==> config.mk <==
export PLATFORM = sky130hd
export DESIGN_NAME = actr_queue
export DESIGN_NICKNAME = d
export VERILOG_FILES = /design/src/hw/rtl/actr_pkg.sv /design/src/hw/rtl/actr_queue.sv
export SDC_FILE = /design/constraint.sdc
export NUM_CORES = 1
export LEC_CHECK = 0
export ABC_AREA = 1
export BUFFER_PORTS_ARGS = -buffer_cell sky130_fd_sc_hd__buf_2
export CORE_MARGIN = 3
export CORE_UTILIZATION = 30
export DETAILED_ROUTE_END_ITERATION = 8
export GPL_ROUTABILITY_DRIVEN = 0
export PLACE_DENSITY = 0.57
export SYNTH_ARGS = -nofsm -noshare
export SYNTH_HDL_FRONTEND = slang
export SYNTH_SLANG_ARGS = --single-unit
==> constraint.sdc <==
create_clock -name clock -period 6.6 [get_ports clock]
set_input_delay 0.33 -clock clock [delete_from_list [all_inputs] [get_ports clock]]
set_output_delay 0.33 -clock clock [all_outputs]
set_load 0.02 [all_outputs]
==> src/hw/rtl/actr_pkg.sv <==
package actr_pkg;

   localparam int unsigned CfgIdxWidth = 3;
   localparam int unsigned CfgDataWidth = 64;

   localparam logic [CfgIdxWidth-1:0] REG_KEY_WORD_0 = 3'd0;
   localparam logic [CfgIdxWidth-1:0] REG_KEY_WORD_1 = 3'd1;
   localparam logic [CfgIdxWidth-1:0] REG_KEY_WORD_2 = 3'd2;
   localparam logic [CfgIdxWidth-1:0] REG_KEY_WORD_3 = 3'd3;
   localparam logic [CfgIdxWidth-1:0] REG_KEY_SIZE_MODE = 3'd4;
   localparam logic [CfgIdxWidth-1:0] REG_NONCE = 3'd5;
   localparam logic [CfgIdxWidth-1:0] REG_START_POSITION = 3'd6;

   localparam logic [1:0] MODE_AES128 = 2'd0;
   localparam logic [1:0] MODE_AES192 = 2'd1;

   // queue entry between classifier and keystream back end
   typedef struct packed {
      logic [7:0]  data;
      logic [59:0] block;
      logic [3:0]  offset;
      logic        regen;
   } job_type;

   typedef logic [7:0] sbox_table_type [256];

   localparam sbox_table_type SBOX = '{
      8'h63,8'h7c,8'h77,8'h7b,8'hf2,8'h6b,8'h6f,8'hc5,8'h30,8'h01,8'h67,8'h2b,8'hfe,8'hd7,8'hab,8'h76,
      8'hca,8'h82,8'hc9,8'h7d,8'hfa,8'h59,8'h47,8'hf0,8'had,8'hd4,8'ha2,8'haf,8'h9c,8'ha4,8'h72,8'hc0,
      8'hb7,8'hfd,8'h93,8'h26,8'h36,8'h3f,8'hf7,8'hcc,8'h34,8'ha5,8'he5,8'hf1,8'h71,8'hd8,8'h31,8'h15,
      8'h04,8'hc7,8'h23,8'hc3,8'h18,8'h96,8'h05,8'h9a,8'h07,8'h12,8'h80,8'he2,8'heb,8'h27,8'hb2,8'h75,
      8'h09,8'h83,8'h2c,8'h1a,8'h1b,8'h6e,8'h5a,8'ha0,8'h52,8'h3b,8'hd6,8'hb3,8'h29,8'he3,8'h2f,8'h84,
      8'h53,8'hd1,8'h00,8'hed,8'h20,8'hfc,8'hb1,8'h5b,8'h6a,8'hcb,8'hbe,8'h39,8'h4a,8'h4c,8'h58,8'hcf,
      8'hd0,8'hef,8'haa,8'hfb,8'h43,8'h4d,8'h33,8'h85,8'h45,8'hf9,8'h02,8'h7f,8'h50,8'h3c,8'h9f,8'ha8,
      8'h51,8'ha3,8'h40,8'h8f,8'h92,8'h9d,8'h38,8'hf5,8'hbc,8'hb6,8'hda,8'h21,8'h10,8'hff,8'hf3,8'hd2,
      8'hcd,8'h0c,8'h13,8'hec,8'h5f,8'h97,8'h44,8'h17,8'hc4,8'ha7,8'h7e,8'h3d,8'h64,8'h5d,8'h19,8'h73,
      8'h60,8'h81,8'h4f,8'hdc,8'h22,8'h2a,8'h90,8'h88,8'h46,8'hee,8'hb8,8'h14,8'hde,8'h5e,8'h0b,8'hdb,
      8'he0,8'h32,8'h3a,8'h0a,8'h49,8'h06,8'h24,8'h5c,8'hc2,8'hd3,8'hac,8'h62,8'h91,8'h95,8'he4,8'h79,
      8'he7,8'hc8,8'h37,8'h6d,8'h8d,8'hd5,8'h4e,8'ha9,8'h6c,8'h56,8'hf4,8'hea,8'h65,8'h7a,8'hae,8'h08,
      8'hba,8'h78,8'h25,8'h2e,8'h1c,8'ha6,8'hb4,8'hc6,8'he8,8'hdd,8'h74,8'h1f,8'h4b,8'hbd,8'h8b,8'h8a,
      8'h70,8'h3e,8'hb5,8'h66,8'h48,8'h03,8'hf6,8'h0e,8'h61,8'h35,8'h57,8'hb9,8'h86,8'hc1,8'h1d,8'h9e,
      8'he1,8'hf8,8'h98,8'h11,8'h69,8'hd9,8'h8e,8'h94,8'h9b,8'h1e,8'h87,8'he9,8'hce,8'h55,8'h28,8'hdf,
      8'h8c,8'ha1,8'h89,8'h0d,8'hbf,8'he6,8'h42,8'h68,8'h41,8'h99,8'h2d,8'h0f,8'hb0,8'h54,8'hbb,8'h16
   };

   function automatic logic [31:0] sub_word(input logic [31:0] w);
      return {SBOX[w[31:24]], SBOX[w[23:16]], SBOX[w[15:8]], SBOX[w[7:0]]};
   endfunction

   function automatic logic [7:0] xtime(input logic [7:0] b);
      return {b[6:0], 1'b0} ^ (b[7] ? 8'h1b : 8'h00);
   endfunction

   // one round on a 128-bit state without the round key xor, byte 0 in the top bits
   function automatic logic [127:0] aes_round(input logic [127:0] s, input logic last);
      logic [7:0] sb [16];
      logic [7:0] t [16];
      logic [7:0] o [16];
      logic [7:0] all;
      logic [127:0] r;
      for (int i = 0; i < 16; i++) sb[i] = s[127-8*i -: 8];
      for (int c = 0; c < 4; c++)
         for (int i = 0; i < 4; i++)
            t[4*c+i] = SBOX[sb[4*((c+i)%4)+i]];
      for (int c = 0; c < 4; c++) begin
         all = t[4*c] ^ t[4*c+1] ^ t[4*c+2] ^ t[4*c+3];
         for (int i = 0; i < 4; i++)
            o[4*c+i] = last ? t[4*c+i]
                            : t[4*c+i] ^ all ^ xtime(t[4*c+i] ^ t[4*c+(i+1)%4]);
      end
      for (int i = 0; i < 16; i++) r[127-8*i -: 8] = o[i];
      return r;
   endfunction

endpackage

==> src/hw/rtl/actr_queue.sv <==
module actr_queue (
   input  logic              clock,
   input  logic              reset,
   input  logic              push,
   input  actr_pkg::job_type push_data,
   output logic              full,
   input  logic              pop,
   output logic              not_empty,
   output actr_pkg::job_type pop_data
);

   actr_pkg::job_type mem_ff [2];
   logic rd_ff, rd_in, wr_ff, wr_in;
   logic [1:0] cnt_ff, cnt_in;

   assign full = cnt_ff == 2'd2;
   assign not_empty = cnt_ff != 2'd0;
   assign pop_data = mem_ff[rd_ff];

   always_comb begin
      rd_in = rd_ff ^ pop;
      wr_in = wr_ff ^ push;
      cnt_in = cnt_ff + {1'b0, push} - {1'b0, pop};
   end

   always_ff @(posedge clock) begin
      if (push) mem_ff[wr_ff] <= push_data;
   end

   always_ff @(posedge clock) begin
      if (reset) begin
         rd_ff <= 1'b0;
         wr_ff <= 1'b0;
         cnt_ff <= '0;
      end else begin
         rd_ff <= rd_in;
         wr_ff <= wr_in;
         cnt_ff <= cnt_in;
      end
   end

endmodule

==> impl_metrics.csv <==
group,metric,value,unit
run_status,run_status,"complete, no violations",
setup_path,critPathArrivalTime,2490,ps
setup_path,path_depth,3,
setup_path,critical_path.startpoint,"rd_ff",
global_route,use_met3,4.40,%
clocking,htreeDepth,4,
detailed_routing,first_pass_iters,4,
die,die_w,144,um
synth,synth_compound_area_share,0.0874,%
synth,synth_mux_area_share,18.3,%
pwr,seqPwrFrac,49.6,%
clocking,cts_resized,0,
setup_path,worstSetupPathType,"flip-flop to output pin",
timing,tightestPinTransition,1110,ps
die,rows,49,
timing,relSlewSlack,26.0,%
timing,fin_tns_setup,0,ps
timing,fmax,355,MHz
detailed_routing,ant_nets,0,
detailed_routing,vias,2830,
pwr,p_switching,0.542,mW
setup_path,end_kind,"output pin",
timing,setup_viol,0,
timing,min_period_over_period,42.7,%
detailed_routing,post_drt_wl_per_cell,16.0,um
synth,synth_warnings,0,
die,die_area,20800,sq um
clocking,post_cts_buffers,0,
final_layout,fill_cells,1662,
clocking,cts_buffers,17,
detailed_routing,initialDrtViolationCount,93,
detailed_routing,via_per_inst,4.31,
final_layout,layout-drive-gt1-share,59.3,%
timing,rsz0062_at_grt,"false",
timing,fin_worst_skew,5.63,ps
setup_path,rrSetupSlack,4870,ps
timing,timing_hold_violations_final,0,
pwr,total_power,2.29,mW
hold_path,hold_end,"mem_ff[1][66]",
synth,synth-adder-area-share,0.874,%
clocking,tritoncts,"built",
synth,synth.avg_cell_area,22.5,sq um
pwr,powerDensity,317,nW/um^2
setup_path,worst_path_max_delay_cell,"dfxtp_4",
pwr,p_leak,2.83,nW
synth,synth_top_area_share,76.6,%
synth,synth_top_family_by_area,"multiplexers",
setup_path,path_cells,"buf_4, mux2_2, buf_2",
hold_path,min_from,"push_data[66]",
synth,netlist_top_cells_area,"edfxtp_1 (77%), mux2_4 (16%), mux2_2 (2.6%)",
clocking,clock_sinks,150,
final_layout,multi_input_area,1170,sq um
placement,dp_hpwl,6.66,mm
hold_path,whs_path_depth,1,
pwr,clkPwrFrac,37.7,%
setup_path,worstReg2RegEnd,"mem_ff[0][67]",
timing,fin_crit,2820,ps
synth,seq_area_frac_synth,78.0,%
global_route,grt-busiest-layer,"met2",
detailed_routing,drc_errors,0,
final_layout,layout.nets,498,
placement,io_buffer_count,151,
die,coreArea,18300,sq um
synth,synth_area,5720,sq um
setup_path,start_kind,"flip-flop",
die,num_io_pins,152,
hold_path,hold_path.class,"input pin to flip-flop",
pwr,intPower,1.75,mW
clocking,cts.clk_slew.worst_paths,60,ps
setup_path,crit_required,6270,ps
pwr,p_comb_share,12.7,%
synth,synth_seq_cells,150,
synth,synthSimpleGateAreaFrac,0.678,%
global_route,antenna_found_initial,0,
clocking,cts_root_buffer,"clkbuf_16",
synth,yosysTopAreaCell,"edfxtp_1",
synth,synth_xor_area_share,0.153,%
setup_path,slowest_delay,800,ps
final_layout,seqCellArea,4470,sq um
timing,maxSlewViolCount,0,
global_route,use_met2,17.1,%
global_route,globalRouteOverflowTotal,0,
die,start_util,31.2,%
timing,holdWs,108,ps
global_route,grt_pass1_vias,2996,
clocking,cts.path.max_buffers,2,
pwr,p_sw_share,23.6,%
final_layout,n_antenna_cell,0,
setup_path,crit_family,"buffers and inverters",
global_route,grt_usage,10.3,%
pwr,peakVddDrop,164,uV
clocking,ctsHoldBuffers,0,
setup_path,path_buf_inv,2,
final_layout,area_delta_synth_final,26.4,%
flow_run,drv_cap,0,
setup_path,reg2reg_depth,2,
die,die_h,144,um
global_route,grt_max_degree,74,
detailed_routing,routed_wl,10.5,mm
synth,post_synth_num_cell_types,13,
synth,synthesis.nets,335,
clocking,clock_latency,410,ps
setup_path,crit_path_max_fanout,38,
synth,netlist_instances,254,
global_route,met1_usage,11.6,%
setup_path,reg2reg_from,"wr_ff",
global_route,grt_pass1_wl,15.8,mm
-- power groups by stage --
stage	clock [mW]	sequential (mW)	combinational (mW)
final	0.864	1.14	0.290
after global routing	0.943	1.14	0.314
after CTS	0.894	1.14	0.298
after detailed placement	0	1.16	0.297
after global placement	0	1.16	0.293
after floorplan	0	1.14	0.211
-- synthesized netlist by cell type, drive strengths merged --
library cell	count
a21oi	1
nor2	5
dfxtp	4
nand2	4
buf	8
xnor2	1
nand3	1
inv	7
ha	4
mux2	73
edfxtp	146
-- stage by stage --
stage / instances / util [%] / setup slack (ps) / cell area (sq um)
after floorplan: 254 / - / 4070 / 5720
after global placement: 627 / 36.7 / 4180 / 6720
after detailed placement: 627 / 36.7 / 4140 / 6720
after CTS: 656 / 39.5 / 3680 / 7240
after global routing: 656 / 39.5 / 3650 / 7240
final: 656 / 39.5 / 3780 / 7240
-- kinds of logic after synthesis --
kind of cell | Yosys count
buffers and inverters | 15
muxes | 73
adders and majority gates | 4
DFF | 150
AOI/OAI and AO/OA | 1
and+or+nand+nor | 10
xor gates and xnor gates | 1
-- cell usage in the layout, fill, tap and decap left out --
cell type | synthesis | layout
edfxtp_1 | 146 | 146
mux2_2 | 13 | 13
xnor2_1 | 1 | 1
clkbuf_16 | 0 | 17
ha_4 | 0 | 2
bufinv_16 | 0 | 1
mux2_4 | 60 | 60
buf_2 | 1 | 151
nor2_1 | 5 | 5
dfxtp_1 | 4 | 3
inv_1 | 7 | 7
dfxtp_4 | 0 | 1
buf_4 | 0 | 1
clkinv_2 | 0 | 3
inv_6 | 0 | 1
ha_1 | 4 | 2
clkinvlp_4 | 0 | 3
nand2_1 | 4 | 4
clkinv_1 | 0 | 3
clkbuf_1 | 0 | 1
a21oi_1 | 1 | 1
nand3_1 | 1 | 1
-- worst reg2reg max path, delay by kind of cell, from the launching register on --
kind | cells | cell delay [ps]
flops | 1 | 330
fa+ha+maj | 1 | 810
buf+inv | 1 | 90
-- flip-flops by register name, summed over array words and instances (netlist names) --
| name | cells |
|---|---|
| cnt_ff | 2 |
| rd_ff | 1 |
| wr_ff | 1 |
| mem_ff | 146 |
-- worst max-delay path by stage --
stage | endpoint | slack [ps]
after global placement | pop_data[1] | 4180
after CTS | pop_data[1] | 3680
after floorplan | mem_ff[0][0] | 4070
after detailed placement | pop_data[1] | 4140
final | pop_data[1] | 3780
after global routing | pop_data[0] | 3650
-- metal layers --
metal | wire length, um | up-vias
met2 | 5350 | 91
li1 | - | 1316
met3 | 639 | 11
met1 | 4390 | 1412
met5 | 0 | -
met4 | 148 | 0
-- final cells by class --
type	instances	area share [%]
clock buffer	18	5.93
sequential	150	61.8
timing repair buffer	152	10.5
inverter	7	0.363
multi-input combinational	89	16.2
clock inverter	11	1.21
tap	229	3.96
(Power assumes the default switching activity.)
