`src/hw/rtl/actr_pkg.sv`:
```
package actr_pkg;

   localparam int unsigned CfgIdxWidth = 3;
   localparam int unsigned CfgDataWidth = 64;

   localparam logic [CfgIdxWidth-1:0] REG_KEY_WORD_0 = 3'd0;
   localparam logic [CfgIdxWidth-1:0] REG_KEY_WORD_1 = 3'd1;
   localparam logic [CfgIdxWidth-1:0] REG_KEY_WORD_2 = 3'd2;
   localparam logic [CfgIdxWidth-1:0] REG_KEY_WORD_3 = 3'd3;
   localparam logic [CfgIdxWidth-1:0] REG_KEY_SIZE_MODE = 3'd4;
   localparam logic [CfgIdxWidth-1:0] REG_NONCE = 3'd5;
   localparam logic [CfgIdxWidth-1:0] REG_START_POSITION = 3'd6;

   localparam logic [1:0] MODE_AES128 = 2'd0;
   localparam logic [1:0] MODE_AES192 = 2'd1;

   // queue entry between classifier and keystream back end
   typedef struct packed {
      logic [7:0]  data;
      logic [59:0] block;
      logic [3:0]  offset;
      logic        regen;
   } job_type;

   typedef logic [7:0] sbox_table_type [256];

   localparam sbox_table_type SBOX = '{
      8'h63,8'h7c,8'h77,8'h7b,8'hf2,8'h6b,8'h6f,8'hc5,8'h30,8'h01,8'h67,8'h2b,8'hfe,8'hd7,8'hab,8'h76,
      8'hca,8'h82,8'hc9,8'h7d,8'hfa,8'h59,8'h47,8'hf0,8'had,8'hd4,8'ha2,8'haf,8'h9c,8'ha4,8'h72,8'hc0,
      8'hb7,8'hfd,8'h93,8'h26,8'h36,8'h3f,8'hf7,8'hcc,8'h34,8'ha5,8'he5,8'hf1,8'h71,8'hd8,8'h31,8'h15,
      8'h04,8'hc7,8'h23,8'hc3,8'h18,8'h96,8'h05,8'h9a,8'h07,8'h12,8'h80,8'he2,8'heb,8'h27,8'hb2,8'h75,
      8'h09,8'h83,8'h2c,8'h1a,8'h1b,8'h6e,8'h5a,8'ha0,8'h52,8'h3b,8'hd6,8'hb3,8'h29,8'he3,8'h2f,8'h84,
      8'h53,8'hd1,8'h00,8'hed,8'h20,8'hfc,8'hb1,8'h5b,8'h6a,8'hcb,8'hbe,8'h39,8'h4a,8'h4c,8'h58,8'hcf,
      8'hd0,8'hef,8'haa,8'hfb,8'h43,8'h4d,8'h33,8'h85,8'h45,8'hf9,8'h02,8'h7f,8'h50,8'h3c,8'h9f,8'ha8,
      8'h51,8'ha3,8'h40,8'h8f,8'h92,8'h9d,8'h38,8'hf5,8'hbc,8'hb6,8'hda,8'h21,8'h10,8'hff,8'hf3,8'hd2,
      8'hcd,8'h0c,8'h13,8'hec,8'h5f,8'h97,8'h44,8'h17,8'hc4,8'ha7,8'h7e,8'h3d,8'h64,8'h5d,8'h19,8'h73,
      8'h60,8'h81,8'h4f,8'hdc,8'h22,8'h2a,8'h90,8'h88,8'h46,8'hee,8'hb8,8'h14,8'hde,8'h5e,8'h0b,8'hdb,
      8'he0,8'h32,8'h3a,8'h0a,8'h49,8'h06,8'h24,8'h5c,8'hc2,8'hd3,8'hac,8'h62,8'h91,8'h95,8'he4,8'h79,
      8'he7,8'hc8,8'h37,8'h6d,8'h8d,8'hd5,8'h4e,8'ha9,8'h6c,8'h56,8'hf4,8'hea,8'h65,8'h7a,8'hae,8'h08,
      8'hba,8'h78,8'h25,8'h2e,8'h1c,8'ha6,8'hb4,8'hc6,8'he8,8'hdd,8'h74,8'h1f,8'h4b,8'hbd,8'h8b,8'h8a,
      8'h70,8'h3e,8'hb5,8'h66,8'h48,8'h03,8'hf6,8'h0e,8'h61,8'h35,8'h57,8'hb9,8'h86,8'hc1,8'h1d,8'h9e,
      8'he1,8'hf8,8'h98,8'h11,8'h69,8'hd9,8'h8e,8'h94,8'h9b,8'h1e,8'h87,8'he9,8'hce,8'h55,8'h28,8'hdf,
      8'h8c,8'ha1,8'h89,8'h0d,8'hbf,8'he6,8'h42,8'h68,8'h41,8'h99,8'h2d,8'h0f,8'hb0,8'h54,8'hbb,8'h16
   };

   function automatic logic [31:0] sub_word(input logic [31:0] w);
      return {SBOX[w[31:24]], SBOX[w[23:16]], SBOX[w[15:8]], SBOX[w[7:0]]};
   endfunction

   function automatic logic [7:0] xtime(input logic [7:0] b);
      return {b[6:0], 1'b0} ^ (b[7] ? 8'h1b : 8'h00);
   endfunction

   // one round on a 128-bit state without the round key xor, byte 0 in the top bits
   function automatic logic [127:0] aes_round(input logic [127:0] s, input logic last);
      logic [7:0] sb [16];
      logic [7:0] t [16];
      logic [7:0] o [16];
      logic [7:0] all;
      logic [127:0] r;
      for (int i = 0; i < 16; i++) sb[i] = s[127-8*i -: 8];
      for (int c = 0; c < 4; c++)
         for (int i = 0; i < 4; i++)
            t[4*c+i] = SBOX[sb[4*((c+i)%4)+i]];
      for (int c = 0; c < 4; c++) begin
         all = t[4*c] ^ t[4*c+1] ^ t[4*c+2] ^ t[4*c+3];
         for (int i = 0; i < 4; i++)
            o[4*c+i] = last ? t[4*c+i]
                            : t[4*c+i] ^ all ^ xtime(t[4*c+i] ^ t[4*c+(i+1)%4]);
      end
      for (int i = 0; i < 16; i++) r[127-8*i -: 8] = o[i];
      return r;
   endfunction

endpackage

```
`src/hw/rtl/actr_front.sv`:
```
// classifies each byte: does it need a fresh keystream block
module actr_front (
   input  logic                clock,
   input  logic                reset,
   input  logic                req_valid,
   output logic                req_stall,
   input  logic [7:0]          req_in_byte,
   input  logic                pos_load,
   input  logic [63:0]         pos_value,
   input  logic                invalidate,
   input  logic                q_full,
   output logic                q_push,
   output actr_pkg::job_type   q_data
);

   logic [63:0] pos_ff, pos_in;
   logic [59:0] blk_ff, blk_in;
   logic        have_ff, have_in;

   assign req_stall = q_full;
   assign q_push = req_valid && !q_full;

   always_comb begin
      q_data.data = req_in_byte;
      q_data.block = pos_ff[63:4];
      q_data.offset = pos_ff[3:0];
      q_data.regen = !have_ff || (blk_ff != pos_ff[63:4]);
   end

   always_comb begin
      pos_in = pos_ff;
      blk_in = blk_ff;
      have_in = have_ff;
      if (q_push) begin
         pos_in = pos_ff + 64'd1;
         blk_in = pos_ff[63:4];
         have_in = 1'b1;
      end
      if (pos_load) pos_in = pos_value;
      if (invalidate) have_in = 1'b0;
   end

   always_ff @(posedge clock) begin
      if (reset) begin
         pos_ff <= '0;
         blk_ff <= '0;
         have_ff <= 1'b0;
      end else begin
         pos_ff <= pos_in;
         blk_ff <= blk_in;
         have_ff <= have_in;
      end
   end

endmodule

```
`config.mk`:
```
export PLATFORM = sky130hd
export DESIGN_NAME = actr_front
export DESIGN_NICKNAME = d
export VERILOG_FILES = /design/src/hw/rtl/actr_pkg.sv /design/src/hw/rtl/actr_front.sv
export SDC_FILE = /design/constraint.sdc
export NUM_CORES = 1
export LEC_CHECK = 0
export BUFFER_PORTS_ARGS = -buffer_cell sky130_fd_sc_hd__buf_2
export CELL_PAD_IN_SITES_DETAIL_PLACEMENT = 2
export CELL_PAD_IN_SITES_GLOBAL_PLACEMENT = 2
export CORE_UTILIZATION = 28
export DETAILED_ROUTE_END_ITERATION = 10
export PLACE_DENSITY_LB_ADDON = 0.1
export SYNTH_ARGS = -nofsm -noshare
export SYNTH_HDL_FRONTEND = slang
export SYNTH_SLANG_ARGS = --single-unit
export TNS_END_PERCENT = 1
```
`constraint.sdc`:
```
create_clock -name clock -period 2.6 [get_ports clock]
set_input_delay 0.26 -clock clock [delete_from_list [all_inputs] [get_ports clock]]
set_output_delay 0.26 -clock clock [all_outputs]
set_load 0.1 [all_outputs]
```
==> reports/results.txt <==
Violations in the final reports -> negative setup slack
Most used standard cell by instance count after synthesis -> sky130_fd_sc_hd__nand2_1
Post-placement cell count -> 1365
Number of cells produced by synthesis -> 906
Row cnt -> 57
Commonest cells post-synth -> sky130_fd_sc_hd__nand2_1 (149), sky130_fd_sc_hd__dfxtp_1 (125), sky130_fd_sc_hd__clkbuf_1 (78)
Maximum level of the CTS H-tree -> 4
Highest fanout seen on the critical path -> 2
Min-delay worst type -> in -> reg
Source-to-sink clock delay at the later pin of the worst-skew pair -> 0.44 ns
Fraction of registers with async set or reset after synthesis -> 0
Clock transition at the registers of the reported paths -> 0.06 ns
Cells taking the most area after synthesis -> sky130_fd_sc_hd__dfxtp_1 (36%), sky130_fd_sc_hd__nand2_1 (8.1%), sky130_fd_sc_hd__xnor2_1 (6.2%)
Number of cells on the worst hold path -> 3
Worst hold slack across all endpoints -> 0.0591 ns
Final worst setup slack -> -0.0419 ns
Yosys synthesis warning count -> 0
Seq/Total Area, Yosys -> 0.362
Post-synth EDFFs -> 0
Final global-route overflow total -> 0
Maximum buffer depth of the clock tree -> 2
Final-report setup violation count -> 2
Area of the multi-input gates -> 0.00407 sq mm
Vias in the first global route -> 7841
Yosys reg bits -> 125
Worst endpoint data arrival time -> 2.38 ns
Worst slew pin tran -> 0.587 ns
Routed length per instance -> 23.0 um
Total half-perimeter wirelength after legalization and detailed placement -> 24.1 mm
Number of sinks handled by clock tree synthesis -> 125
Crit. End Element -> output pin
Syn-to-layout area delta -> 32.9%
Final worst path period need -> 2.64 ns
Count of distinct cell types in the synthesized netlist -> 54
Remaining DRCs -> 0
Final weighted congestion in routability-driven placement -> 0.846
Initial antenna violation count -> 0
Die span in y -> 159 um
Overall via count from detail_route -> 7528
Net count of the mapped netlist -> 985
Area of the core -> 0.0242 sq mm
Number of placed I/O pins -> 153
Number of DRC markers after the initial detailed-route iteration -> 341
Global Route Usage Sum -> 0.258
First-pass GRT wire length -> 49.1 mm
F_max -> 379 MHz
Clock tree from TritonCTS -> yes
Vias/cell -> 5.38
Syn Area/Cell -> 7.63 sq um
Filler cells -> 2855
R2R cell count -> 5
Count of buffers inserted at the top-level ports -> 136
Critical Path Source Type -> flop
Final #Nets -> 1140
Layout cells sized above 1 -> 0.321
Top flip-flop cell by instance count after synthesis -> sky130_fd_sc_hd__dfxtp_1
Required time reported for the critical path endpoint -> 2.34 ns
Setup repair after global routing missed its margin -> yes
Setup TNS -> -0.0651 ns
Final cell count without fillers -> 1398
Initial standard-cell utilization of the core -> 0.285
CTS Buf Count -> 17
Register Area -> 0.00261 sq mm
Routed wire length -> 32.2 mm
Final count of hold timing violations -> 0
Number of violations of the max-capacitance limit -> 0
Total Die Area -> 0.0253 sq mm
VDD IR max -> 0.000377 V
Final core occ -> 0.379
Critical path start-end classification -> reg -> out
DR pass1 iterations -> 7
Leak Pwr -> 0.00346 uW
Outcome -> finished, violations left
Share of the synthesized area in the top cell type -> 0.362
Worst clock skew -> 0.0100 ns
Final count of pins violating max slew -> 0
Pin count of the biggest net entering global routing -> 67
Cell area power density -> 615 mW/mm^2
Cell type with the largest total area after synthesis -> sky130_fd_sc_hd__dfxtp_1
Number of routed nets with antenna violations -> 0
Clock root buffer master -> sky130_fd_sc_hd__clkbuf_16
Summed instance area of the synthesized netlist -> 0.00691 sq mm
Max transition margin -> 0.609
Portion of the clock cycle consumed by the worst path in the final layout -> 1.02
Die Span X -> 159 um
Number of antenna repair diodes -> 0
## power by group
group          switching [uW]  total, uW  internal, uW  leakage [uW]
registers                 125       2140          2020       0.00105
logic                     966       1320           350       0.00216
clock network             960       2190          1230      0.000252
total                    2050       5650          3600       0.00346
## cells in the final DEF, fill, tap and decap left out, types with 3 or more instances in the layout
cell type,instances
sky130_fd_sc_hd__nand2_1,149
sky130_fd_sc_hd__buf_2,133
sky130_fd_sc_hd__buf_4,90
sky130_fd_sc_hd__nor2_1,72
sky130_fd_sc_hd__dfxtp_1,72
sky130_fd_sc_hd__a21oi_1,69
sky130_fd_sc_hd__nand4_1,49
sky130_fd_sc_hd__xnor2_1,40
sky130_fd_sc_hd__dfxtp_2,38
sky130_fd_sc_hd__nor4_1,35
sky130_fd_sc_hd__nand3_1,27
sky130_fd_sc_hd__xor2_1,27
sky130_fd_sc_hd__a211oi_1,25
sky130_fd_sc_hd__inv_1,23
sky130_fd_sc_hd__nor3_1,18
sky130_fd_sc_hd__clkbuf_16,17
sky130_fd_sc_hd__dfxtp_4,15
sky130_fd_sc_hd__or4_1,11
sky130_fd_sc_hd__a311oi_1,10
sky130_fd_sc_hd__and3_1,9
sky130_fd_sc_hd__mux2i_1,9
sky130_fd_sc_hd__o31ai_1,9
sky130_fd_sc_hd__and4_1,8
sky130_fd_sc_hd__or3_1,8
sky130_fd_sc_hd__a2111oi_0,7
sky130_fd_sc_hd__xnor2_2,7
sky130_fd_sc_hd__clkinv_2,7
sky130_fd_sc_hd__buf_12,7
sky130_fd_sc_hd__o21ai_0,6
sky130_fd_sc_hd__a221oi_1,6
sky130_fd_sc_hd__or2_2,5
sky130_fd_sc_hd__o22ai_1,5
sky130_fd_sc_hd__o2bb2ai_1,4
sky130_fd_sc_hd__clkinvlp_4,4
sky130_fd_sc_hd__o211ai_1,3
sky130_fd_sc_hd__and2_1,3
sky130_fd_sc_hd__nor3b_1,3
sky130_fd_sc_hd__nor2b_1,3
## kinds of logic after synthesis
kind of cell,after synthesis,synth area share
adders and majority gates,1,0.00181
DFF,125,0.362
and+or+nand+nor,417,0.301
muxes,10,0.0147
AOI/OAI and AO/OA,157,0.150
buffers and inverters,120,0.0742
xor gates and xnor gates,76,0.0963
## layout make-up
type	count	share of cell area
well taps	324	0.0441
inverters	25	0.0104
clock inverters	12	0.00790
flip-flops and latches	125	0.284
clock buffers	20	0.0486
repair buffers	231	0.162
multi-input cells	661	0.443
## through the flow
| step | area [sq um] | power [uW] | setup WS [ns] |
|---|---|---|---|
| 2_1_floorplan | 7060 | 3100 | -0.213 |
| 3_3_place_gp | 8490 | 3460 | 0.0577 |
| 3_5_place_dp | 8490 | 3480 | -0.0177 |
| 4_1_cts | 9150 | 5690 | -0.0643 |
| 5_1_grt | 9190 | 5860 | -0.118 |
| 6_report | 9190 | 5650 | -0.0419 |
## path summary, 6_finish.rpt
path                                start                       to  slack [ns]
setup / recovery  blk_ff[48]$_SDFFE_PP0P_                q_data[0]       -0.04
hold / removal               pos_value[3]   pos_ff[3]$_SDFFE_PP0P_        0.06
setup reg to reg   pos_ff[4]$_SDFFE_PP0P_  pos_ff[53]$_SDFFE_PP0P_       -0.02
hold reg to reg   blk_ff[57]$_SDFFE_PP0P_  blk_ff[57]$_SDFFE_PP0P_        0.46
## state kept, by name (all words and copies together) (netlist names)
| name | cells |
|---|---|
| blk_ff | 60 |
| have_ff | 1 |
| pos_ff | 64 |
## repair_timing
action                                 CTS  global route
endpoints found under the hold margin    1             0
setup buffers                            2             0
setup endpoints to repair                2             9
pin swaps                               11             4
gates resized for setup                 22             9
hold buffers                             1             0
## worst max-delay path, cell delays in order, from the launching register on
cell	delay [ns]
sky130_fd_sc_hd__dfxtp_2	0.35
sky130_fd_sc_hd__xnor2_4	0.25
sky130_fd_sc_hd__nand4_1	0.14
sky130_fd_sc_hd__nor4_1	0.30
sky130_fd_sc_hd__nand4_1	0.13
sky130_fd_sc_hd__or4_4	0.59
sky130_fd_sc_hd__buf_12	0.19
## per-layer routing
metal  wire length, um  track usage  vias up
met5                 0            0        -
met4               752       0.0839        0
met1             15000        0.341     3754
met3              1240       0.0370       40
li1                  -            -     3535
met2             15200        0.430      199
Note: power is estimated with default switching activity, not from simulation.
