===== config.mk =====
export PLATFORM = sky130hd
export DESIGN_NAME = actr_keysched
export DESIGN_NICKNAME = d
export VERILOG_FILES = /design/src/hw/rtl/actr_pkg.sv /design/src/hw/rtl/actr_keysched.sv
export SDC_FILE = /design/constraint.sdc
export NUM_CORES = 2
export LEC_CHECK = 0
export BUFFER_PORTS_ARGS = -buffer_cell sky130_fd_sc_hd__buf_2
export CAP_MARGIN = 20
export CORE_UTILIZATION = 45
export DETAILED_ROUTE_END_ITERATION = 8
export SLEW_MARGIN = 10
export SYNTH_ARGS = -nofsm -noshare
export SYNTH_HDL_FRONTEND = slang
export SYNTH_SLANG_ARGS = --single-unit

===== constraint.sdc =====
create_clock -name clock -period 22.9 [get_ports clock]
set_clock_uncertainty 0.1 [all_clocks]
set_input_delay 2.29 -clock clock [delete_from_list [all_inputs] [get_ports clock]]
set_output_delay 2.29 -clock clock [all_outputs]
set_load 0.1 [all_outputs]

===== src/hw/rtl/actr_pkg.sv =====
package actr_pkg;

   localparam int unsigned CfgIdxWidth = 3;
   localparam int unsigned CfgDataWidth = 64;

   localparam logic [CfgIdxWidth-1:0] REG_KEY_WORD_0 = 3'd0;
   localparam logic [CfgIdxWidth-1:0] REG_KEY_WORD_1 = 3'd1;
   localparam logic [CfgIdxWidth-1:0] REG_KEY_WORD_2 = 3'd2;
   localparam logic [CfgIdxWidth-1:0] REG_KEY_WORD_3 = 3'd3;
   localparam logic [CfgIdxWidth-1:0] REG_KEY_SIZE_MODE = 3'd4;
   localparam logic [CfgIdxWidth-1:0] REG_NONCE = 3'd5;
   localparam logic [CfgIdxWidth-1:0] REG_START_POSITION = 3'd6;

   localparam logic [1:0] MODE_AES128 = 2'd0;
   localparam logic [1:0] MODE_AES192 = 2'd1;

   // queue entry between classifier and keystream back end
   typedef struct packed {
      logic [7:0]  data;
      logic [59:0] block;
      logic [3:0]  offset;
      logic        regen;
   } job_type;

   typedef logic [7:0] sbox_table_type [256];

   localparam sbox_table_type SBOX = '{
      8'h63,8'h7c,8'h77,8'h7b,8'hf2,8'h6b,8'h6f,8'hc5,8'h30,8'h01,8'h67,8'h2b,8'hfe,8'hd7,8'hab,8'h76,
      8'hca,8'h82,8'hc9,8'h7d,8'hfa,8'h59,8'h47,8'hf0,8'had,8'hd4,8'ha2,8'haf,8'h9c,8'ha4,8'h72,8'hc0,
      8'hb7,8'hfd,8'h93,8'h26,8'h36,8'h3f,8'hf7,8'hcc,8'h34,8'ha5,8'he5,8'hf1,8'h71,8'hd8,8'h31,8'h15,
      8'h04,8'hc7,8'h23,8'hc3,8'h18,8'h96,8'h05,8'h9a,8'h07,8'h12,8'h80,8'he2,8'heb,8'h27,8'hb2,8'h75,
      8'h09,8'h83,8'h2c,8'h1a,8'h1b,8'h6e,8'h5a,8'ha0,8'h52,8'h3b,8'hd6,8'hb3,8'h29,8'he3,8'h2f,8'h84,
      8'h53,8'hd1,8'h00,8'hed,8'h20,8'hfc,8'hb1,8'h5b,8'h6a,8'hcb,8'hbe,8'h39,8'h4a,8'h4c,8'h58,8'hcf,
      8'hd0,8'hef,8'haa,8'hfb,8'h43,8'h4d,8'h33,8'h85,8'h45,8'hf9,8'h02,8'h7f,8'h50,8'h3c,8'h9f,8'ha8,
      8'h51,8'ha3,8'h40,8'h8f,8'h92,8'h9d,8'h38,8'hf5,8'hbc,8'hb6,8'hda,8'h21,8'h10,8'hff,8'hf3,8'hd2,
      8'hcd,8'h0c,8'h13,8'hec,8'h5f,8'h97,8'h44,8'h17,8'hc4,8'ha7,8'h7e,8'h3d,8'h64,8'h5d,8'h19,8'h73,
      8'h60,8'h81,8'h4f,8'hdc,8'h22,8'h2a,8'h90,8'h88,8'h46,8'hee,8'hb8,8'h14,8'hde,8'h5e,8'h0b,8'hdb,
      8'he0,8'h32,8'h3a,8'h0a,8'h49,8'h06,8'h24,8'h5c,8'hc2,8'hd3,8'hac,8'h62,8'h91,8'h95,8'he4,8'h79,
      8'he7,8'hc8,8'h37,8'h6d,8'h8d,8'hd5,8'h4e,8'ha9,8'h6c,8'h56,8'hf4,8'hea,8'h65,8'h7a,8'hae,8'h08,
      8'hba,8'h78,8'h25,8'h2e,8'h1c,8'ha6,8'hb4,8'hc6,8'he8,8'hdd,8'h74,8'h1f,8'h4b,8'hbd,8'h8b,8'h8a,
      8'h70,8'h3e,8'hb5,8'h66,8'h48,8'h03,8'hf6,8'h0e,8'h61,8'h35,8'h57,8'hb9,8'h86,8'hc1,8'h1d,8'h9e,
      8'he1,8'hf8,8'h98,8'h11,8'h69,8'hd9,8'h8e,8'h94,8'h9b,8'h1e,8'h87,8'he9,8'hce,8'h55,8'h28,8'hdf,
      8'h8c,8'ha1,8'h89,8'h0d,8'hbf,8'he6,8'h42,8'h68,8'h41,8'h99,8'h2d,8'h0f,8'hb0,8'h54,8'hbb,8'h16
   };

   function automatic logic [31:0] sub_word(input logic [31:0] w);
      return {SBOX[w[31:24]], SBOX[w[23:16]], SBOX[w[15:8]], SBOX[w[7:0]]};
   endfunction

   function automatic logic [7:0] xtime(input logic [7:0] b);
      return {b[6:0], 1'b0} ^ (b[7] ? 8'h1b : 8'h00);
   endfunction

   // one round on a 128-bit state without the round key xor, byte 0 in the top bits
   function automatic logic [127:0] aes_round(input logic [127:0] s, input logic last);
      logic [7:0] sb [16];
      logic [7:0] t [16];
      logic [7:0] o [16];
      logic [7:0] all;
      logic [127:0] r;
      for (int i = 0; i < 16; i++) sb[i] = s[127-8*i -: 8];
      for (int c = 0; c < 4; c++)
         for (int i = 0; i < 4; i++)
            t[4*c+i] = SBOX[sb[4*((c+i)%4)+i]];
      for (int c = 0; c < 4; c++) begin
         all = t[4*c] ^ t[4*c+1] ^ t[4*c+2] ^ t[4*c+3];
         for (int i = 0; i < 4; i++)
            o[4*c+i] = last ? t[4*c+i]
                            : t[4*c+i] ^ all ^ xtime(t[4*c+i] ^ t[4*c+(i+1)%4]);
      end
      for (int i = 0; i < 16; i++) r[127-8*i -: 8] = o[i];
      return r;
   endfunction

endpackage


===== src/hw/rtl/actr_keysched.sv =====
// key expansion, one word per cycle into a 60-entry memory
module actr_keysched (
   input  logic        clock,
   input  logic        reset,
   input  logic        start,
   input  logic [63:0] key_word_0,
   input  logic [63:0] key_word_1,
   input  logic [63:0] key_word_2,
   input  logic [63:0] key_word_3,
   input  logic [1:0]  key_size_mode,
   output logic        busy,
   input  logic [5:0]  rd_addr,
   output logic [31:0] rd_data
);

   logic [31:0] rk_mem [60];
   logic [31:0] win_ff [8], win_in [8];
   logic [5:0]  idx_ff, idx_in;
   logic [2:0]  ph_ff, ph_in;
   logic [7:0]  rc_ff, rc_in;
   logic        busy_ff, busy_in;
   logic [3:0]  nk;
   logic [2:0]  nk_last;
   logic [5:0]  total;
   logic [31:0] t, w_new, wr_data;
   logic [255:0] key;
   logic        loading;

   always_comb begin
      unique case (key_size_mode)
         actr_pkg::MODE_AES128: begin nk = 4'd4; total = 6'd44; end
         actr_pkg::MODE_AES192: begin nk = 4'd6; total = 6'd52; end
         default:               begin nk = 4'd8; total = 6'd60; end
      endcase
      nk_last = 3'(nk - 4'd1);
      key = {key_word_0, key_word_1, key_word_2, key_word_3};
   end

   assign busy = busy_ff;

   // win_ff[0] holds w[i-nk] ... win_ff[nk-1] holds w[i-1]
   // the key words are copied into memory first, one per cycle
   always_comb begin
      loading = idx_ff < {2'd0, nk};
      t = win_ff[nk_last];
      if (ph_ff == 3'd0) t = actr_pkg::sub_word({t[23:0], t[31:24]}) ^ {rc_ff, 24'd0};
      else if (nk == 4'd8 && ph_ff == 3'd4) t = actr_pkg::sub_word(t);
      w_new = win_ff[0] ^ t;
      wr_data = loading ? win_ff[idx_ff[2:0]] : w_new;
      for (int k = 0; k < 8; k++) win_in[k] = win_ff[k];
      idx_in = idx_ff;
      ph_in = ph_ff;
      rc_in = rc_ff;
      busy_in = busy_ff;
      if (start) begin
         for (int k = 0; k < 8; k++) win_in[k] = key[255-32*k -: 32];
         idx_in = 6'd0;
         ph_in = 3'd0;
         rc_in = 8'h01;
         busy_in = 1'b1;
      end else if (busy_ff) begin
         idx_in = idx_ff + 6'd1;
         if (!loading) begin
            for (int k = 0; k < 7; k++) win_in[k] = win_ff[k+1];
            win_in[nk_last] = w_new;
            if (ph_ff == nk_last) begin
               ph_in = 3'd0;
               rc_in = actr_pkg::xtime(rc_ff);
            end else begin
               ph_in = ph_ff + 3'd1;
            end
         end
         if (idx_ff == total - 6'd1) busy_in = 1'b0;
      end
   end

   always_ff @(posedge clock) begin
      if (busy_ff && !start) begin
         rk_mem[idx_ff] <= wr_data;
      end
      rd_data <= rk_mem[rd_addr];
   end

   always_ff @(posedge clock) begin
      for (int k = 0; k < 8; k++) win_ff[k] <= win_in[k];
      if (reset) begin
         idx_ff <= '0;
         ph_ff <= '0;
         rc_ff <= 8'h01;
         busy_ff <= 1'b0;
      end else begin
         idx_ff <= idx_in;
         ph_ff <= ph_in;
         rc_ff <= rc_in;
         busy_ff <= busy_in;
      end
   end

endmodule


==> impl_summary.md <==
Critical path
The critical path contains buffers and inverters numbering 6 combined. The worst setup path is captured at a flop. The critical register-to-register path endpoint is rk_mem[31][16]. The most repeated library cell on the critical path is buf_4.

The path type of the worst setup path is in -> reg. The largest single stage delay on the critical path is 1.03 ns. The number of cells on the worst reg-to-reg path is 16. The reg-to-reg startpoint is win_ff[3][16]. Setup slack on the worst reg-to-reg path comes out at 15.68 ns. For the worst setup path, the data arrival time is 9.21 ns. Of all nets on the critical path, the largest fanout is 60.

Walking the worst path, the cells encountered are clkbuf_8 > inv_2 > buf_4 > mux2_2 > buf_4 > inv_1 > buf_4 > ha_1 > o211ai_2 > o21ai_0 > o311ai_0 > a311oi_1 > a311oi_1 > a21oi_1 > a21oi_1 > xor2_1 > mux2_2. The critical path's slowest cell is mux2_2. Broken down by cell family, the worst path's largest delay share belongs to buffers and inverters. The required time at the worst-slack endpoint is 23.24 ns. The element type at the critical path start is an input port.

Timing
The number of slew-limit violations in the final report is 0. Headroom to the max-slew limit came out at 0.204. Setup violations remaining at the end of the flow were counted as 0. The maximum operating frequency is 0.113 GHz. The final hold violation count is 0. The tightest hold path in the finished design has a slack of 0.408 ns. The slew at the pin closest to its max-slew limit is 1.19 ns. The final critical delay including setup and external delays is 8.87 ns. In the finished design, the share of the clock period the worst path needs comes to 0.387.

The final total negative setup slack is 0 ns. Setup repair after global routing left no endpoint under its margin.

Global routing
The via count of the first global-routing pass is 67,622. Entering global routing, the biggest net connects 111 pins. The global-route wire length before repair is 539 mm.

The total routing resource utilization after global routing is 0.324. The number of antenna violations at the first check in global routing is 22. The leftover overflow at the end of global routing is 0.

Yosys
The number of unique standard cell types used by synthesis is 109. In the synthesized netlist the async set-or-reset flop fraction comes to 0. Synthesis inferred 2,229 register bits. The flip-flop cell with the highest count after synthesis is edfxtp_1.

After synthesis, the mean cell area works out to 15.8 um2. The instance count of the mapped netlist is 6,687. The number of synthesis warnings is 0. After synthesis the cells add up to 106,000 um2. The number of synthesized flops with an enable pin is 2,176. The share of the Yosys chip area taken by registers is 0.629. The post-synth net total is 7,015.

CTS
The total clock buffers created by CTS is 223. The root cell of the clock tree is clkbuf_16. The number of clock sinks is 2,229. The post-cts resize count is 0. The buffer depth of the longest clock path is 3. The H-tree was split into 4 levels. The insertion delay to the later sink of the worst-skew pair is 0.88 ns. The clock-pin slew on the worst setup and hold paths is 0.07 ns.

The number of buffers inserted for hold repair after clock tree synthesis is 0. TritonCTS built the clock tree. Buffers added to address setup during post-CTS repair amount to 0.

Power
The overall power consumption is 10,400 uW. The internal power is 7350 uW. The largest voltage drop on the vdd net is 0.0000719 V. The power per cell area is 87.7 nW/um2. Of the total power, the share spent switching nets is 0.294. The share of total power dissipated in the clock network is 0.353. The share of total power dissipated in sequential elements is 0.458.

In this run the power spent charging and discharging nets is 3060 uW. The leakage power is 0.0378 uW. The share of total power dissipated in combinational logic is 0.189.

Cells and area
The library cells used most frequently in the layout, excluding fill and tap cells, are 2,176 x edfxtp_1, 673 x mux4_2, 358 x nand2_1, 291 x buf_2, 259 x nor2_1. The most frequent standard cell in the layout excluding fill and tap cells is edfxtp_1. The finished cells cover 119,000 um2.

The final layout contains 7,191 nets. The ratio of cells with drive above 1 in the final layout is 0.274. The growth of design area from synthesis to finish is 12.4%. The area occupied by multi-input gates is 37,300 um2.

The final cell count without fillers is 10,199. Fill cells in the final layout number 19,343. Summing all flip-flop and latch instances after layout gives 66,400 um2.

Floorplanning
The number of core rows is 177. Measured along the y axis, the die boundary spans 486 um. The initial utilization of the core area, before any placement, comes to 0.453. The die outline width is 486 um. For this design the top-level I/O count stands at 300. The die footprint is 237,000 um2.

The floorplan step defined a core boundary enclosing 233,000 um2.

Worst hold path
The worst min-delay path startpoint is win_ff[1][19]. The end point of the worst hold path is win_ff[0][19]. In this run the worst hold path is classified as reg -> reg. Along the worst hold path, the cell count comes to 1.

Drt
Wires add up to 388 mm. The number of DRC violations after detailed-routing iteration 0 is 10,038. The per-cell via count in the routed design is 6.86. Dividing the detail-routed wire length by the instance count gives 38.1 um.

The total vias in the final route is 69,932. The number of optimization iterations in the first detailed-route pass is 9. The remaining number of nets flagged by the antenna check after routing is 0. In the routed design, unresolved DRC markers number 0.

Place
The placed cell count is 9,766. The total cell area at the placement stage is 111,000 um2. The count of input and output buffers is 299.

At the end of routability-driven placement, the weighted congestion stood at 1.02. Detailed placement ended at an HPWL of 244 mm.

Status
The flow ran to the end, and the final reports show no timing, DRC or antenna violations.

Run
The max-cap check violation count is 0.
==> per-stage QoR <==
stage                     utilization  worst slack, ns
after floorplan                     -            13.05
after global routing            0.509            13.98
after detailed placement        0.477            13.52
after CTS                       0.509            14.32
final                           0.509            14.03
after global placement          0.477            13.53
==> flip-flops by register name (all words and copies together), names as in the netlist, named ones only <==
| signal | flops |
|---|---|
| rk_mem | 1920 |
| win_ff | 256 |
| rd_data | 32 |
| rc_ff | 8 |
| idx_ff | 6 |
| ph_ff | 3 |
| busy | 1 |
==> layer usage <==
layer / up-vias / GRT usage / part of all wire
met5: - / 0 / 0.00015
met1: 36748 / 0.448 / 0.40
li1: 28038 / - / -
met2: 4280 / 0.501 / 0.46
met4: 8 / 0.148 / 0.052
met3: 858 / 0.0589 / 0.090
==> cells by family (layout without fill, tap and decap cells) <==
logic type	Yosys count	in the layout	synth area share
fa+ha+maj	61	61	0.00723
mux	995	995	0.177
buf+inv	630	1000	0.0264
simple gates	1238	1238	0.0551
other cells	0	10	0
flops	2229	2229	0.629
compound gates	1470	1470	0.0998
xor+xnor	64	64	0.00538
==> area by class of cell <==
cell class	instances	area share
tap	3132	0.0330
clock buffer	290	0.0508
multi-input combinational	3828	0.314
antenna	10	0.000211
timing repair buffer	543	0.0292
inverter	38	0.00120
clock inverter	129	0.0119
sequential	2229	0.560
==> power groups by stage <==
stage               clock, uW  combinational, uW  sequential, uW
floorplan                   0               1100            4890
finish                   3680               1960            4770
global placement            0               1910            4850
detailed placement          0               1900            4850
CTS                      3730               1900            4760
global route             3880               2030            4770
==> cells in the mapped netlist (30+ instances only) <==
cell type     n  area (um2)
edfxtp_1   2176       65300
mux4_2      673       15200
nand2_1     359        1350
clkbuf_1    326        1220
nor2_1      320        1200
a21oi_1     246        1230
o21ai_0     244        1220
o211ai_1    177        1330
mux2_2      174        1960
buf_2       148         741
nand3_1     148         741
mux2i_1     129        1290
nor3_1      121         606
a211oi_1     93         698
and3_1       76         475
buf_1        71         267
ha_1         61         763
a31oi_1      57         357
dfxtp_1      53        1060
xnor2_1      48         420
a311oi_1     44         385
nand4_1      39         244
o221ai_1     39         342
a221oi_1     38         333
o22ai_1      38         238
a221o_1      36         360
buf_4        36         270
nand2b_1     33         206
o31ai_1      33         248
o21a_1       32         240
o2111ai_1    31         272
nor2b_1      30         188
==> how the worst max path moves through the flow <==
stage                      from             end  slack [ns]  cells after the start
3_3_place_gp   key_size_mode[1]  rk_mem[10][15]       13.53                     18
3_5_place_dp   key_size_mode[1]   rk_mem[0][11]       13.52                     17
5_1_grt        key_size_mode[1]   rk_mem[18][9]       13.98                     17
4_1_cts        key_size_mode[1]  rk_mem[23][11]       14.32                     17
6_report       key_size_mode[1]   rk_mem[18][9]       14.03                     17
2_1_floorplan  key_size_mode[1]    win_ff[0][0]       13.05                     11
Note: power is estimated with default switching activity, not from simulation.
